[config.mk]
export PLATFORM = sky130hd
export DESIGN_NAME = segment_pool_allocator
export DESIGN_NICKNAME = d
export VERILOG_FILES = /design/src/rtl/core/spa_pkg.sv /design/src/rtl/core/spa_ram.sv /design/src/rtl/core/segment_pool_allocator.sv
export SDC_FILE = /design/constraint.sdc
export NUM_CORES = 1
export LEC_CHECK = 0
export BUFFER_PORTS_ARGS = -buffer_cell sky130_fd_sc_hd__buf_2
export CAP_MARGIN = 10
export CELL_PAD_IN_SITES_DETAIL_PLACEMENT = 0
export CELL_PAD_IN_SITES_GLOBAL_PLACEMENT = 1
export CORE_UTILIZATION = 47
export DETAILED_ROUTE_END_ITERATION = 8
export PLACE_DENSITY_LB_ADDON = 0.1
export SETUP_SLACK_MARGIN = 0.5
export SYNTH_ARGS = -nofsm -noshare
export SYNTH_HDL_FRONTEND = slang
export SYNTH_SLANG_ARGS = --single-unit
[constraint.sdc]
create_clock -name clock -period 5.05 [get_ports clock]
set_clock_uncertainty 0.2 [all_clocks]
set_input_delay 1.01 -clock clock [delete_from_list [all_inputs] [get_ports clock]]
set_output_delay 1.01 -clock clock [all_outputs]
set_load 0.05 [all_outputs]
[src/rtl/core/spa_pkg.sv]
package spa_pkg;

   localparam int SEGMENTS      = 64;
   localparam int SEGMENT_SHIFT = 12;
   localparam int ADDRESS_WIDTH = 32;

   localparam int IDX_W = $clog2(SEGMENTS);
   localparam int CNT_W = $clog2(SEGMENTS + 1);

   typedef enum logic [1:0] {
      ST_OK         = 2'd0,
      ST_EMPTY      = 2'd1,
      ST_BAD_ADDR   = 2'd2,
      ST_NOT_IN_USE = 2'd3
   } status_type;

   typedef enum logic {
      ACT_REQUEST = 1'b0,
      ACT_RELEASE = 1'b1
   } action_type;

endpackage

[src/rtl/core/spa_ram.sv]
module spa_ram #(
   parameter int WIDTH = 8,
   parameter int DEPTH = 64
) (
   input  logic                     clock,
   input  logic                     wr_en,
   input  logic [$clog2(DEPTH)-1:0] wr_addr,
   input  logic [WIDTH-1:0]         wr_data,
   input  logic [$clog2(DEPTH)-1:0] rd_addr,
   output logic [WIDTH-1:0]         rd_data
);

   logic [WIDTH-1:0] mem [DEPTH];

   always_ff @(posedge clock) begin
      if (wr_en) begin
         mem[wr_addr] <= wr_data;
      end
      rd_data <= mem[rd_addr];
   end

endmodule

[src/rtl/core/segment_pool_allocator.sv]
// A request beat is accepted in idle, where the free-index FIFO RAM and the
// in-use RAM are read; the exec state updates them and loads the response
// register. No request is taken in exec or while a response beat is stalled.
// Reset: synchronous, active high; the pool is all free and base is zero at once,
// per-entry written bits stand in for RAM contents, so there is no clearing pass.
module segment_pool_allocator (
   input  logic                               clock,
   input  logic                               reset,
   input  logic                               csr_write_enable,
   input  logic [31:0]                        csr_write_data,
   input  logic                               req_valid,
   output logic                               req_stall,
   input  logic                               req_action,
   input  logic [spa_pkg::ADDRESS_WIDTH-1:0]  req_address,
   output logic                               rsp_valid,
   input  logic                               rsp_stall,
   output logic [1:0]                         rsp_status,
   output logic [spa_pkg::ADDRESS_WIDTH-1:0]  rsp_segment_address,
   output logic [spa_pkg::CNT_W-1:0]          rsp_free_count
);

   localparam int AW   = spa_pkg::ADDRESS_WIDTH;
   localparam int IW   = spa_pkg::IDX_W;
   localparam int CW   = spa_pkg::CNT_W;
   localparam int SEGS = spa_pkg::SEGMENTS;
   localparam int SH   = spa_pkg::SEGMENT_SHIFT;

   typedef enum logic {S_IDLE, S_EXEC} state_type;

   state_type              state_ff, state_in;
   logic                   rsp_valid_ff, rsp_valid_in;
   spa_pkg::status_type    rsp_status_ff, rsp_status_in;
   logic [AW-1:0]          rsp_addr_ff, rsp_addr_in;
   logic [CW-1:0]          rsp_count_ff, rsp_count_in;
   logic [AW-1:0]          base_ff, base_in;
   logic [IW-1:0]          head_ff, head_in;
   logic [IW-1:0]          tail_ff, tail_in;
   logic [CW-1:0]          total_ff, total_in;
   logic [SEGS-1:0]        fifo_written_ff, fifo_written_in;
   logic [SEGS-1:0]        inuse_written_ff, inuse_written_in;
   spa_pkg::action_type    action_ff, action_in;
   logic                   bad_ff, bad_in;
   logic [IW-1:0]          idx_ff, idx_in;

   logic                   req_accept;
   logic [AW-1:0]          offset;
   logic                   req_bad;
   logic [IW-1:0]          req_idx;

   logic [IW-1:0]          fifo_rd;
   logic                   fifo_we;
   logic                   inuse_rd;
   logic                   inuse_we;
   logic [IW-1:0]          inuse_waddr;
   logic                   inuse_wdata;
   logic [IW-1:0]          grant_idx;
   logic                   inuse_now;

   function automatic logic [IW-1:0] next_slot(input logic [IW-1:0] p);
      return (p == IW'(SEGS - 1)) ? '0 : p + 1'b1;
   endfunction

   assign req_stall  = (state_ff != S_IDLE) | (rsp_valid_ff & rsp_stall);
   assign req_accept = req_valid & ~req_stall;

   assign offset  = req_address - base_ff;
   assign req_idx = offset[SH +: IW];
   assign req_bad = (offset[SH-1:0] != '0) || ((offset >> SH) >= AW'(SEGS));

   assign grant_idx = fifo_written_ff[head_ff] ? fifo_rd : head_ff;
   assign inuse_now = inuse_written_ff[idx_ff] & inuse_rd;

   spa_ram #(.WIDTH(IW), .DEPTH(SEGS)) u_fifo_ram (
      .clock   (clock),
      .wr_en   (fifo_we),
      .wr_addr (tail_ff),
      .wr_data (idx_ff),
      .rd_addr (head_ff),
      .rd_data (fifo_rd)
   );

   spa_ram #(.WIDTH(1), .DEPTH(SEGS)) u_inuse_ram (
      .clock   (clock),
      .wr_en   (inuse_we),
      .wr_addr (inuse_waddr),
      .wr_data (inuse_wdata),
      .rd_addr (req_idx),
      .rd_data (inuse_rd)
   );

   always_comb begin
      state_in         = state_ff;
      rsp_valid_in     = rsp_valid_ff;
      rsp_status_in    = rsp_status_ff;
      rsp_addr_in      = rsp_addr_ff;
      rsp_count_in     = rsp_count_ff;
      base_in          = base_ff;
      head_in          = head_ff;
      tail_in          = tail_ff;
      total_in         = total_ff;
      fifo_written_in  = fifo_written_ff;
      inuse_written_in = inuse_written_ff;
      action_in        = action_ff;
      bad_in           = bad_ff;
      idx_in           = idx_ff;
      fifo_we          = 1'b0;
      inuse_we         = 1'b0;
      inuse_waddr      = idx_ff;
      inuse_wdata      = 1'b0;

      if (csr_write_enable) begin
         base_in = AW'(csr_write_data);
      end
      if (rsp_valid_ff & ~rsp_stall) begin
         rsp_valid_in = 1'b0;
      end

      unique case (state_ff)
         S_IDLE: begin
            if (req_accept) begin
               action_in = spa_pkg::action_type'(req_action);
               bad_in    = req_bad;
               idx_in    = req_idx;
               state_in  = S_EXEC;
            end
         end
         S_EXEC: begin
            state_in     = S_IDLE;
            rsp_valid_in = 1'b1;
            rsp_addr_in  = '0;
            if (action_ff == spa_pkg::ACT_REQUEST) begin
               if (total_ff == '0) begin
                  rsp_status_in = spa_pkg::ST_EMPTY;
               end else begin
                  rsp_status_in = spa_pkg::ST_OK;
                  rsp_addr_in   = base_ff + (AW'(grant_idx) << SH);
                  head_in       = next_slot(head_ff);
                  total_in      = total_ff - 1'b1;
                  inuse_we      = 1'b1;
                  inuse_waddr   = grant_idx;
                  inuse_wdata   = 1'b1;
                  inuse_written_in[grant_idx] = 1'b1;
               end
            end else if (bad_ff) begin
               rsp_status_in = spa_pkg::ST_BAD_ADDR;
            end else if (!inuse_now) begin
               rsp_status_in = spa_pkg::ST_NOT_IN_USE;
            end else begin
               rsp_status_in = spa_pkg::ST_OK;
               inuse_we      = 1'b1;
               inuse_waddr   = idx_ff;
               inuse_wdata   = 1'b0;
               inuse_written_in[idx_ff] = 1'b1;
               fifo_we       = 1'b1;
               fifo_written_in[tail_ff] = 1'b1;
               tail_in       = next_slot(tail_ff);
               if (total_ff < CW'(SEGS)) begin
                  total_in = total_ff + 1'b1;
               end
            end
            rsp_count_in = total_in;
         end
         default: state_in = S_IDLE;
      endcase
   end

   always_ff @(posedge clock) begin
      if (reset) begin
         state_ff         <= S_IDLE;
         rsp_valid_ff     <= 1'b0;
         base_ff          <= '0;
         head_ff          <= '0;
         tail_ff          <= '0;
         total_ff         <= CW'(SEGS);
         fifo_written_ff  <= '0;
         inuse_written_ff <= '0;
      end else begin
         state_ff         <= state_in;
         rsp_valid_ff     <= rsp_valid_in;
         base_ff          <= base_in;
         head_ff          <= head_in;
         tail_ff          <= tail_in;
         total_ff         <= total_in;
         fifo_written_ff  <= fifo_written_in;
         inuse_written_ff <= inuse_written_in;
      end
      rsp_status_ff <= rsp_status_in;
      rsp_addr_ff   <= rsp_addr_in;
      rsp_count_ff  <= rsp_count_in;
      action_ff     <= action_in;
      bad_ff        <= bad_in;
      idx_ff        <= idx_in;
   end

   assign rsp_valid           = rsp_valid_ff;
   assign rsp_status          = rsp_status_ff;
   assign rsp_segment_address = rsp_addr_ff;
   assign rsp_free_count      = rsp_count_ff;

`ifndef NO_ASSERTIONS
   a_total_range: assert property (@(posedge clock) disable iff (reset)
      total_ff <= CW'(SEGS))
      else $error("free total above pool size");

   a_ring_consistent: assert property (@(posedge clock) disable iff (reset)
      ((CW + 1)'(head_ff) + (CW + 1)'(total_ff) >= (CW + 1)'(SEGS)) ?
         ((CW + 1)'(tail_ff) == (CW + 1)'(head_ff) + (CW + 1)'(total_ff) - (CW + 1)'(SEGS)) :
         ((CW + 1)'(tail_ff) == (CW + 1)'(head_ff) + (CW + 1)'(total_ff)))
      else $error("head, tail and free total disagree");

   a_exec_gives_beat: assert property (@(posedge clock) disable iff (reset)
      state_ff == S_EXEC |=> rsp_valid_ff && rsp_count_ff == total_ff)
      else $error("update cycle did not load a response beat");

   a_fail_keeps_pool: assert property (@(posedge clock) disable iff (reset)
      state_ff == S_EXEC && rsp_status_in != spa_pkg::ST_OK |=>
         $stable(head_ff) && $stable(tail_ff) && $stable(total_ff))
      else $error("failed beat changed the pool");
`endif

endmodule

# Yosys cells after proc, flatten, opt, wreduce, memory -nomap -nowiden

Memory sizes are Yosys's and may differ from the RTL's. A register that Yosys moved wholly into a read port is not among the register bits.
Index checks and enable logic that the tools add are counted.
W data, S select, Z words.

Register bits after elaboration: 230
Memory bits (writable): 448
Bits of input ports: 70
Output and inout bits: 43
Word-level logic and storage cells: 108
Memories kept: 2

Memories:

| memory          | depth | width | read ports | clocked after memory_dff | wr ports | line          | source |
|---|---|---|---|---|---|---|---|
| u_fifo_ram.mem  | 64    | 6     | 1          | 1                        | 1        | spa_ram.sv:13 | `logic [WIDTH-1:0] mem [DEPTH];` |
| u_inuse_ram.mem | 64    | 1     | 1          | 1                        | 1        | spa_ram.sv:13 |  |

$add $sub $neg: 6
Magnitude comparators: 9
Equality and inequality tests: 5
Multiplexer cells: 46
Bitwise gates (word level): 14
Reductions and logical operators: 12

Operators by type and width:

| kind                  | count |
|---|---|
| $mux W64              | 4 |
| $or A64 B64 Y64       | 3 |
| $mux W6               | 6 |
| $mux W7               | 5 |
| $add A32 B18 Y32      | 1 |
| $sub A32 B32 Y32      | 1 |
| $lt A6 B7 Y1 const B  | 4 |
| $mux W1               | 22 |
| $ge A20 B7 Y1 const B | 1 |
| $demux W1 S6          | 3 |
| $ge A6 B1 Y1 const B  | 3 |
| $add A6 B1 Y6 const B | 2 |
| $bmux W1 S6           | 2 |
| $eq A6 B6 Y1 const B  | 2 |
| $reduce_bool A12 Y1   | 1 |
| $reduce_and A4 Y1     | 2 |
| $add A7 B1 Y7 const B | 1 |
| $logic_not A7 Y1      | 1 |
| $lt A7 B7 Y1 const B  | 1 |
| $sub A7 B1 Y7 const B | 1 |
| $mux W2               | 3 |
| $not A1 Y1            | 6 |
| $and A1 B1 Y1         | 4 |
| $ne A2 B2 Y1 const B  | 2 |
| other kinds (9)       | 11 |

# Longest topological paths before layout

Gate-level depths: netlist (run 1).

Word-level depth: 10
Gate-level depth with buffers: 23
Mapped depth without buffers: 19

# Hierarchy

From an unflattened synthesis (run 1), not the netlist that was laid out.

Cells, all modules: 2369
Area, all modules: 31207.4 um^2

Modules (own cells, without submodules):

| module                 | times used | cells each | area an instance (um^2) | sequential area each (um^2) |
|---|---|---|---|---|
| spa_ram at u_fifo_ram  | 1          | 720        | 15225.9                 | 11651.2 |
| segment_pool_allocator | 1          | 1445       | 13067.5                 | 5094.9 |
| spa_ram at u_inuse_ram | 1          | 204        | 2914.0                  | 1941.9 |

# Worst setup path after synthesis (run 1)

OpenSTA, ideal clock, no wires.

Kind: reg-to-reg
Start point: register head_ff[0]
End point: register rsp_addr_ff[31] (netlist: rsp_segment_address[31]) (data pin)
Library setup time: 266 ps
Arrival time: 4420 ps
Data required time: 4584 ps
Path slack: 164 ps
Cell stages (with the launch flop): 20
Path buffers: 3
Period minus slack after synthesis: 4886 ps
Path through: dfxtp_1 > buf_6 > mux4_1 > mux4_2 > mux2i_4 > mux2_4 > buf_2 > buf_2 > mux2_2 > ha_1 > a21o_1 > a21oi_1 > o21bai_1 > a21oi_1 > nor2b_1 > o21ai_1 > nor2_1 > nand3_1 > xor2_1 > nor2_1

Longest elaborated chain between the ends: 4

RTL lines:

| element                       | line                          | source |
|---|---|---|
| start, declared               | segment_pool_allocator.sv:36  | `logic [IW-1:0] head_ff, head_in;` |
| start signal, assigned        | segment_pool_allocator.sv:181 | `head_ff <= head_in;` |
| $bmux W1 S6                   | segment_pool_allocator.sv:70  | `assign grant_idx = fifo_written_ff[head_ff] ? fifo_rd : head_ff;` |
| $mux W1 (implied by the code) | segment_pool_allocator.sv:70  |  |
| $mux W6 *                     | segment_pool_allocator.sv:70  |  |
| $add A32 B18 Y32 *            | segment_pool_allocator.sv:136 | `rsp_addr_in = base_ff + (AW'(grant_idx) << SH);` |
| end signal, assigned          | segment_pool_allocator.sv:188 | `rsp_addr_ff <= rsp_addr_in;` |
| end, declared                 | segment_pool_allocator.sv:33  | `logic [AW-1:0] rsp_addr_ff, rsp_addr_in;` |

Every way passes the cells marked *; elsewhere a longest branch is shown, timed or not. The select of a mux whose other input is x is not followed.
A chain may end at the register's enable or synchronous reset.

# Worst setup path in the final report (run 1)

Start point: register head_ff[0]
End point: register rsp_addr_ff[30] (netlist: rsp_segment_address[30]) (data pin)

Same word-level chain as after synthesis.

==> results of run 1 <==
## stage by stage
step	setup WS [ns]	utilization, %
6_report	0.6704	54.94
2_1_floorplan	0.4787	-
5_1_grt	0.4447	54.94
4_1_cts	0.5321	54.73
3_5_place_dp	0.2131	50.56
3_3_place_gp	0.2680	50.56
## logic make-up (layout without fill, tap and decap cells)
kind of cell,after synthesis,count (layout),synth area share [%]
flops,685,685,59.76
simple gates,665,665,9.635
compound gates,402,402,8.995
mux,290,290,15.69
buf+inv,233,474,2.989
fa+ha+maj,44,44,1.808
xor+xnor,40,40,1.120
## synth_stat cells, drive strengths merged (6+ instances only)
library cell    n  area [um^2]
o21bai          7        52.55
dfxtp         188         3764
a221o           9        90.09
o211ai          6        45.04
xnor2          29        254.0
nor4            9        56.30
nor2          356         1384
nor3b           6        45.04
o21ba          31        310.3
a311oi          6        52.55
nand2         113        424.2
and2           11        68.81
nand3          32        170.2
o22ai          67        419.2
mux2i         124         1266
inv            91        341.6
o21a            7        52.55
a21oi         106        534.3
xor2           11        96.34
mux2           10        116.4
nand4           9        56.30
nand3b         11        82.58
ha             42        525.5
and3            8        50.05
nand2b         23        143.9
nor3           33        165.2
a21o           17        127.6
nor2b          24        150.1
edfxtp        497        14920
a221oi         27        236.5
buf            41        214.0
o21ai          38        205.2
o31ai          12        113.9
clkbuf        101        379.1
a31oi          17        106.4
mux4          156         3525
a211oi         12        100.1
or3            14        87.58
## per-layer routing
layer,share of wire [%],up-vias
met2,50,616
met5,0.016,-
met4,2.8,2
met1,42,10210
li1,-,9312
met3,5.0,133
## timing repair
item / CTS / global route
setup endpoints to repair: 114 / 67
buffers inserted: 13 / 9
endpoints found under the hold margin: 0 / 0
gates resized for setup: 5 / 18
pin swaps: 1 / 9
## power by group through the flow
stage                     Sequential, mW  Combinational, mW  Clock [mW]
after global placement              6.36               1.34           0
after CTS                           6.23               1.40        5.84
after global routing                6.23               1.51        6.05
after floorplan                     6.44              0.805           0
after detailed placement            6.36               1.37           0
final                               6.23               1.40        5.72
## worst max-delay path: cells and delay by family, from the launching register on
kind,cells,cell delay [ns]
buffers and inverters,2,0.21
xor gates and xnor gates,1,0.18
muxes,4,1.45
and+or+nand+nor,7,0.70
adders and majority gates,2,0.54
AOI/OAI and AO/OA,4,0.46
DFF,1,0.39
## cell usage in the layout, fill, tap and decap left out, types with 13 or more instances in the layout
master / Yosys / routed
nor3_1: 33 / 32
clkinv_1: 0 / 13
clkbuf_16: 0 / 76
inv_1: 90 / 89
buf_2: 15 / 111
mux2i_1: 122 / 119
buf_4: 1 / 117
nand2_1: 113 / 112
nand2b_1: 23 / 23
ha_1: 42 / 40
nor2b_1: 24 / 23
edfxtp_1: 497 / 497
mux4_2: 153 / 155
a221oi_1: 27 / 27
or3_1: 14 / 13
a21oi_1: 105 / 103
a31oi_1: 17 / 16
dfxtp_1: 188 / 183
nor2_1: 349 / 347
xnor2_1: 29 / 29
o21ba_2: 25 / 25
nand3_1: 30 / 30
a21o_1: 17 / 17
clkbuf_1: 101 / 16
o21ai_0: 34 / 32
o22ai_1: 67 / 67
## flip-flops by register name (all words and copies together), names as in the netlist, 2 cells and up
signal               count
base_ff                 32
total_ff                 7
u_fifo_ram.rd_data       6
fifo_written_ff         64
inuse_written_ff        64
head_ff                  6
u_inuse_ram.mem         64
rsp_segment_address     32
u_fifo_ram.mem         384
rsp_status               2
rsp_free_count           7
idx_ff                   6
tail_ff                  6
## final cells by class
class | count | area, um^2
inverters | 91 | 341.6
flip-flops and latches | 685 | 18700
repair buffers | 243 | 1682
clock inverters | 40 | 518.0
well taps | 864 | 1081
fillers | 5441 | 29620
clock buffers | 100 | 2072
multi-input cells | 1441 | 11730
## final timing paths
path | from | to | slack (ns)
max | head_ff[0]$_SDFFE_PP0P_ | rsp_segment_address[30]$_SDFFCE_PP0P_ | 0.67
min | inuse_written_ff[40]$_SDFFE_PP0P_ | inuse_written_ff[40]$_SDFFE_PP0P_ | 0.27
max reg2reg | head_ff[0]$_SDFFE_PP0P_ | rsp_segment_address[30]$_SDFFCE_PP0P_ | 0.67
min reg2reg | inuse_written_ff[40]$_SDFFE_PP0P_ | inuse_written_ff[40]$_SDFFE_PP0P_ | 0.27
==> results_dict.tcl, run 1 <==
set metrics [dict create \
    run_status "finished, final reports clean" \
    drc_errors 0 \
    gr-total-overflow 0 \
    power.internal_mw 10.10 \
    crit_required_ns 5.22 \
    arrival_ns 4.55 \
    antenna_found_initial 1 \
    vdd_ir_drop_max_uv 307.7 \
    drt_pre_antenna_iters 5 \
    fmax_mhz 228.3 \
    drv_cap 0 \
    met3_usage_pct 3.333 \
    synthDistinctLibCells 90 \
    clock_sink_count 685 \
    yosysSeqAreaShare_pct 59.76 \
    synth-async-reset-ratio_pct 0 \
    vias 20270 \
    grt_busiest_layer "met2" \
    finalPower_mw 13.34 \
    slew_violations 0 \
    fin_crit_sh_pct 86.72 \
    grt_use_total_pct 24.53 \
    p_per_area_nw_per_um2 369.3 \
    synth_edf_count 497 \
    slowest_delay_ns 0.52 \
    grt_pass1_wl_um 124200 \
    cts-root-buf "clkbuf_16" \
    dp_hpwl_um 55480 \
    syn_to_final_growth_pct 15.51 \
    hold_path_class "reg -> reg" \
    placedCellCount 3302 \
    seqPwrFrac_pct 46.7 \
    clock_path_buffers 3 \
    grt_use_met1_pct 32.46 \
    core_um2 65750 \
    final_area_um2 36120 \
    vias_per_cell 5.852 \
    r2r_cells 20 \
    cts-htree-levels 3 \
    port-buffer-count 112 \
    cpMaxStageDelayCell "mux4_2" \
    die-area_um2 67570 \
    max-slew-margin-rel_pct 28.41 \
    cp-end-kind "flop" \
    worst_pin_slew_ns 1.074 \
    placed_area_um2 33240 \
    path_cells "buf_6 -> mux4_2 -> mux4_2 -> mux2i_4 -> mux2_4 -> nand2_1 -> o21ai_2 -> ha_2 -> inv_1 -> fa_2 -> nor2b_1 -> o21ai_1 -> nand2b_1 -> a21o_1 -> a21o_1 -> nand2_2 -> nor2_2 -> nand2_1 -> xnor2_1 -> nor2_1" \
    p_leak_nw 12.30 \
    p_switching_mw 3.242 \
    syn-num-nets 2473 \
    combPwrFrac_pct 10.5 \
    place.gp.congestion 0.8937 \
    initial_core_util_pct 47.56 \
    grt_setup_unrepaired "true" \
    hold_buffers 0 \
    hold_viol 0 \
    synthCells 2359 \
    setup_viol 0 \
    finalCriticalPeriod_ns 4.380 \
    ios 113 \
    crit_type "reg -> reg" \
    grt_max_degree 117 \
    synth_seq_cells 685 \
    whs_path_depth 2 \
    yosysWarnings 0 \
    finalNonFillerCells 3464 \
    drive_above_1_share_pct 23.15 \
    clk_pin_slew_ns 0.06 \
    synth.avg_cell_area_um2 13.26 \
    wl_per_cell_um 23.71 \
    wl_um 82120 \
    switching_share_pct 24.30 \
    die_w_um 259.9 \
    use_met2_pct 42.00 \
    ant_nets 0 \
    worstSkewPairLatency_ns 0.64 \
    n_antenna_cell 0 \
    die_h_um 259.9 \
    drtIter0Drc 1594 \
    fp-row-count 94 \
    critical_path_peak_fanout 6 \
    ys.flop_type "edfxtp_1" \
    cp-start-kind "flop" \
    pwr-share-clk_pct 42.9 \
    syn-cell-area_um2 31270 \
    nNetsFinal 2651 \
    finalSetupTns_ns 0 \
    numCtsBuffers 75 \
    grt_pass1_vias 20230 \
    cts_tree "done" \
    whs_ns 0.2657 \
]
(Power assumes the default switching activity.)
==> run 2, diff against run 1 <==
--- a/config.mk
+++ b/config.mk
@@ -13,6 +13,7 @@
 export DETAILED_ROUTE_END_ITERATION = 8
 export PLACE_DENSITY_LB_ADDON = 0.1
 export SETUP_SLACK_MARGIN = 0.5
+export SKIP_LAST_GASP = 1
 export SYNTH_ARGS = -nofsm -noshare
 export SYNTH_HDL_FRONTEND = slang
 export SYNTH_SLANG_ARGS = --single-unit
==> constraint.sdc (replaced) <==
create_clock -name clock -period 3.7 [get_ports clock]
set_clock_uncertainty 0.2 [all_clocks]
set_input_delay 0.74 -clock clock [delete_from_list [all_inputs] [get_ports clock]]
set_output_delay 0.74 -clock clock [all_outputs]
set_load 0.05 [all_outputs]
==> results_dict.tcl, run 2 (synthesized netlist as in run 1, its figures left out) <==
set metrics [dict create \
    run_status "finished with violations" \
    violations "negative setup slack" \
    worst_pin_slew_ns 1.073 \
    finalCriticalPeriod_ns 4.371 \
    max-slew-margin-rel_pct 28.44 \
    path_buf_inv 2 \
    grt_use_total_pct 25.02 \
    cp-start-kind "flop" \
    initial_core_util_pct 47.56 \
    antenna_found_initial 0 \
    fmax_mhz 228.8 \
    die_w_um 259.9 \
    dp_slack_ns -0.7053 \
    grt_max_degree 91 \
    crit_required_ns 3.87 \
    ant_nets 0 \
    place.gp.congestion 0.8553 \
    vdd_ir_drop_max_uv 519.8 \
    slew_violations 0 \
    combPwrFrac_pct 13.4 \
    clk_pin_slew_ns 0.06 \
    gr-total-overflow 0 \
    drv_cap 0 \
    finalPower_mw 18.21 \
    drtIter0Drc 1577 \
    setup_viol 128 \
    fp-row-count 94 \
    arrival_ns 4.54 \
    drt_pre_antenna_iters 5 \
    setup_ws_ns -0.6711 \
    layout_common_cells "497 x edfxtp_1, 266 x buf_4, 216 x nor2_1" \
    grt_pass1_wl_um 127400 \
    path_delay_family "multiplexers" \
    pwr-share-clk_pct 40.0 \
    p_switching_mw 4.630 \
    fin_crit_sh_pct 118.1 \
    crit_type "reg -> reg" \
    finalSetupTns_ns -40.52 \
    critical_path_peak_fanout 6 \
    cts_tree "done" \
    regMostFlops "u_fifo_ram.mem" \
    hold_path_class "in -> reg" \
    cp-end-kind "flop" \
    p_per_area_nw_per_um2 457.3 \
    drive_above_1_share_pct 38.65 \
    drc_errors 0 \
    clock_sink_count 685 \
    die_h_um 259.9 \
    p_leak_nw 13.59 \
    nNetsFinal 2848 \
    cts-root-buf "clkbuf_16" \
    worstSkewPairLatency_ns 0.63 \
    port-buffer-count 112 \
    largest_reg_flops 384 \
    fin_util_pct 60.57 \
    hold_buffers 0 \
    seqPwrFrac_pct 46.6 \
    n_antenna_cell 0 \
    core_um2 65750 \
    hold_viol 0 \
    vias_per_cell 5.745 \
    dp_hpwl_um 57430 \
    cts-htree-levels 3 \
    clock_path_buffers 3 \
    numCtsBuffers 73 \
    wl_per_cell_um 23.23 \
    ios 113 \
    wl_um 84930 \
    grt_pass1_vias 21110 \
    power.internal_mw 13.58 \
    switching_share_pct 25.42 \
    vias 21010 \
    path_cells "buf_6 -> mux4_2 -> mux4_2 -> mux2i_4 -> mux2_4 -> buf_12 -> mux2_4 -> ha_4 -> a21o_1 -> a21oi_2 -> o21bai_1 -> a21oi_2 -> nor2b_2 -> o21ai_2 -> nor2_2 -> nand3_1 -> xor2_1 -> nor2_1" \
    die-area_um2 67570 \
    syn_to_final_growth_pct 27.35 \
    layout_commonest_cell "edfxtp_1" \
    slowest_delay_ns 0.51 \
    grt_setup_unrepaired "true" \
    cpMaxStageDelayCell "mux4_2" \
]
[run 2: cell types whose count changed in the layout (fill, tap and decap cells not counted), moves of 9 or more]
cell,previous run,this run
o21ai_0,32,23
nand2_8,0,12
a21oi_2,3,37
o22ai_1,67,54
nor2_2,2,38
o22ai_2,0,13
nor2_4,7,102
buf_4,117,266
nand2_1,112,85
buf_12,9,26
a21oi_1,103,66
nor2_1,347,216
buf_6,6,28
[run 2: path summary, 6_finish.rpt]
| check | startpoint | to | slack [ns] | depth (start not counted) |
|---|---|---|---|---|
| setup / recovery | head_ff[0]$_SDFFE_PP0P_ | rsp_segment_address[31]$_SDFFCE_PP0P_ | -0.67 | 18 |
| hold / removal | req_action | action_ff$_DFFE_PP_ | 0.11 | 1 |
| setup reg to reg | head_ff[0]$_SDFFE_PP0P_ | rsp_segment_address[31]$_SDFFCE_PP0P_ | -0.67 | 18 |
| hold reg to reg | inuse_written_ff[30]$_SDFFE_PP0P_ | inuse_written_ff[30]$_SDFFE_PP0P_ | 0.27 | 2 |
[run 2: through the flow]
stage	hold WS [ns]	cell area [um^2]	instances
floorplan	0.2287	32730	2359
global route	0.08284	39820	3656
finish	0.1079	39820	3656
CTS	0.07551	38560	3603
detailed placement	0.2553	35750	3447
global placement	0.2466	35750	3447
[run 2: layout make-up]
| type | instances | area, um^2 |
|---|---|---|
| clock buffer | 99 | 1966 |
| multi-input combinational | 1441 | 13670 |
| inverter | 91 | 357.8 |
| tap | 864 | 1081 |
| fill | 5126 | 25920 |
| clock inverter | 34 | 429.2 |
| timing repair buffer | 442 | 3623 |
| sequential | 685 | 18700 |
[run 2: what timing repair did]
item / 4_1_cts / 5_1_grt
cloned: 1 / 4
endpoints found under the hold margin: 0 / 0
endpoints found under the setup margin: 616 / 684
gates resized for setup: 49 / 171
setup buffers: 22 / 49
pin swaps: 13 / 47
[run 2: per-layer routing]
layer / track usage [%] / wire, um
met1: 33.10 / 35980
met2: 43.37 / 42890
met3: 3.187 / 3748
met4: 6.650 / 2315
met5: 0 / 0
[run 2: power by group through the flow]
stage                     combinational, mW  clock (mW)  sequential, mW
after CTS                              2.29        7.41            8.48
final                                  2.44        7.29            8.48
after global placement                 2.20           0            8.64
after floorplan                        1.20           0            8.79
after detailed placement               2.23           0            8.64
after global routing                   2.62        7.69            8.49
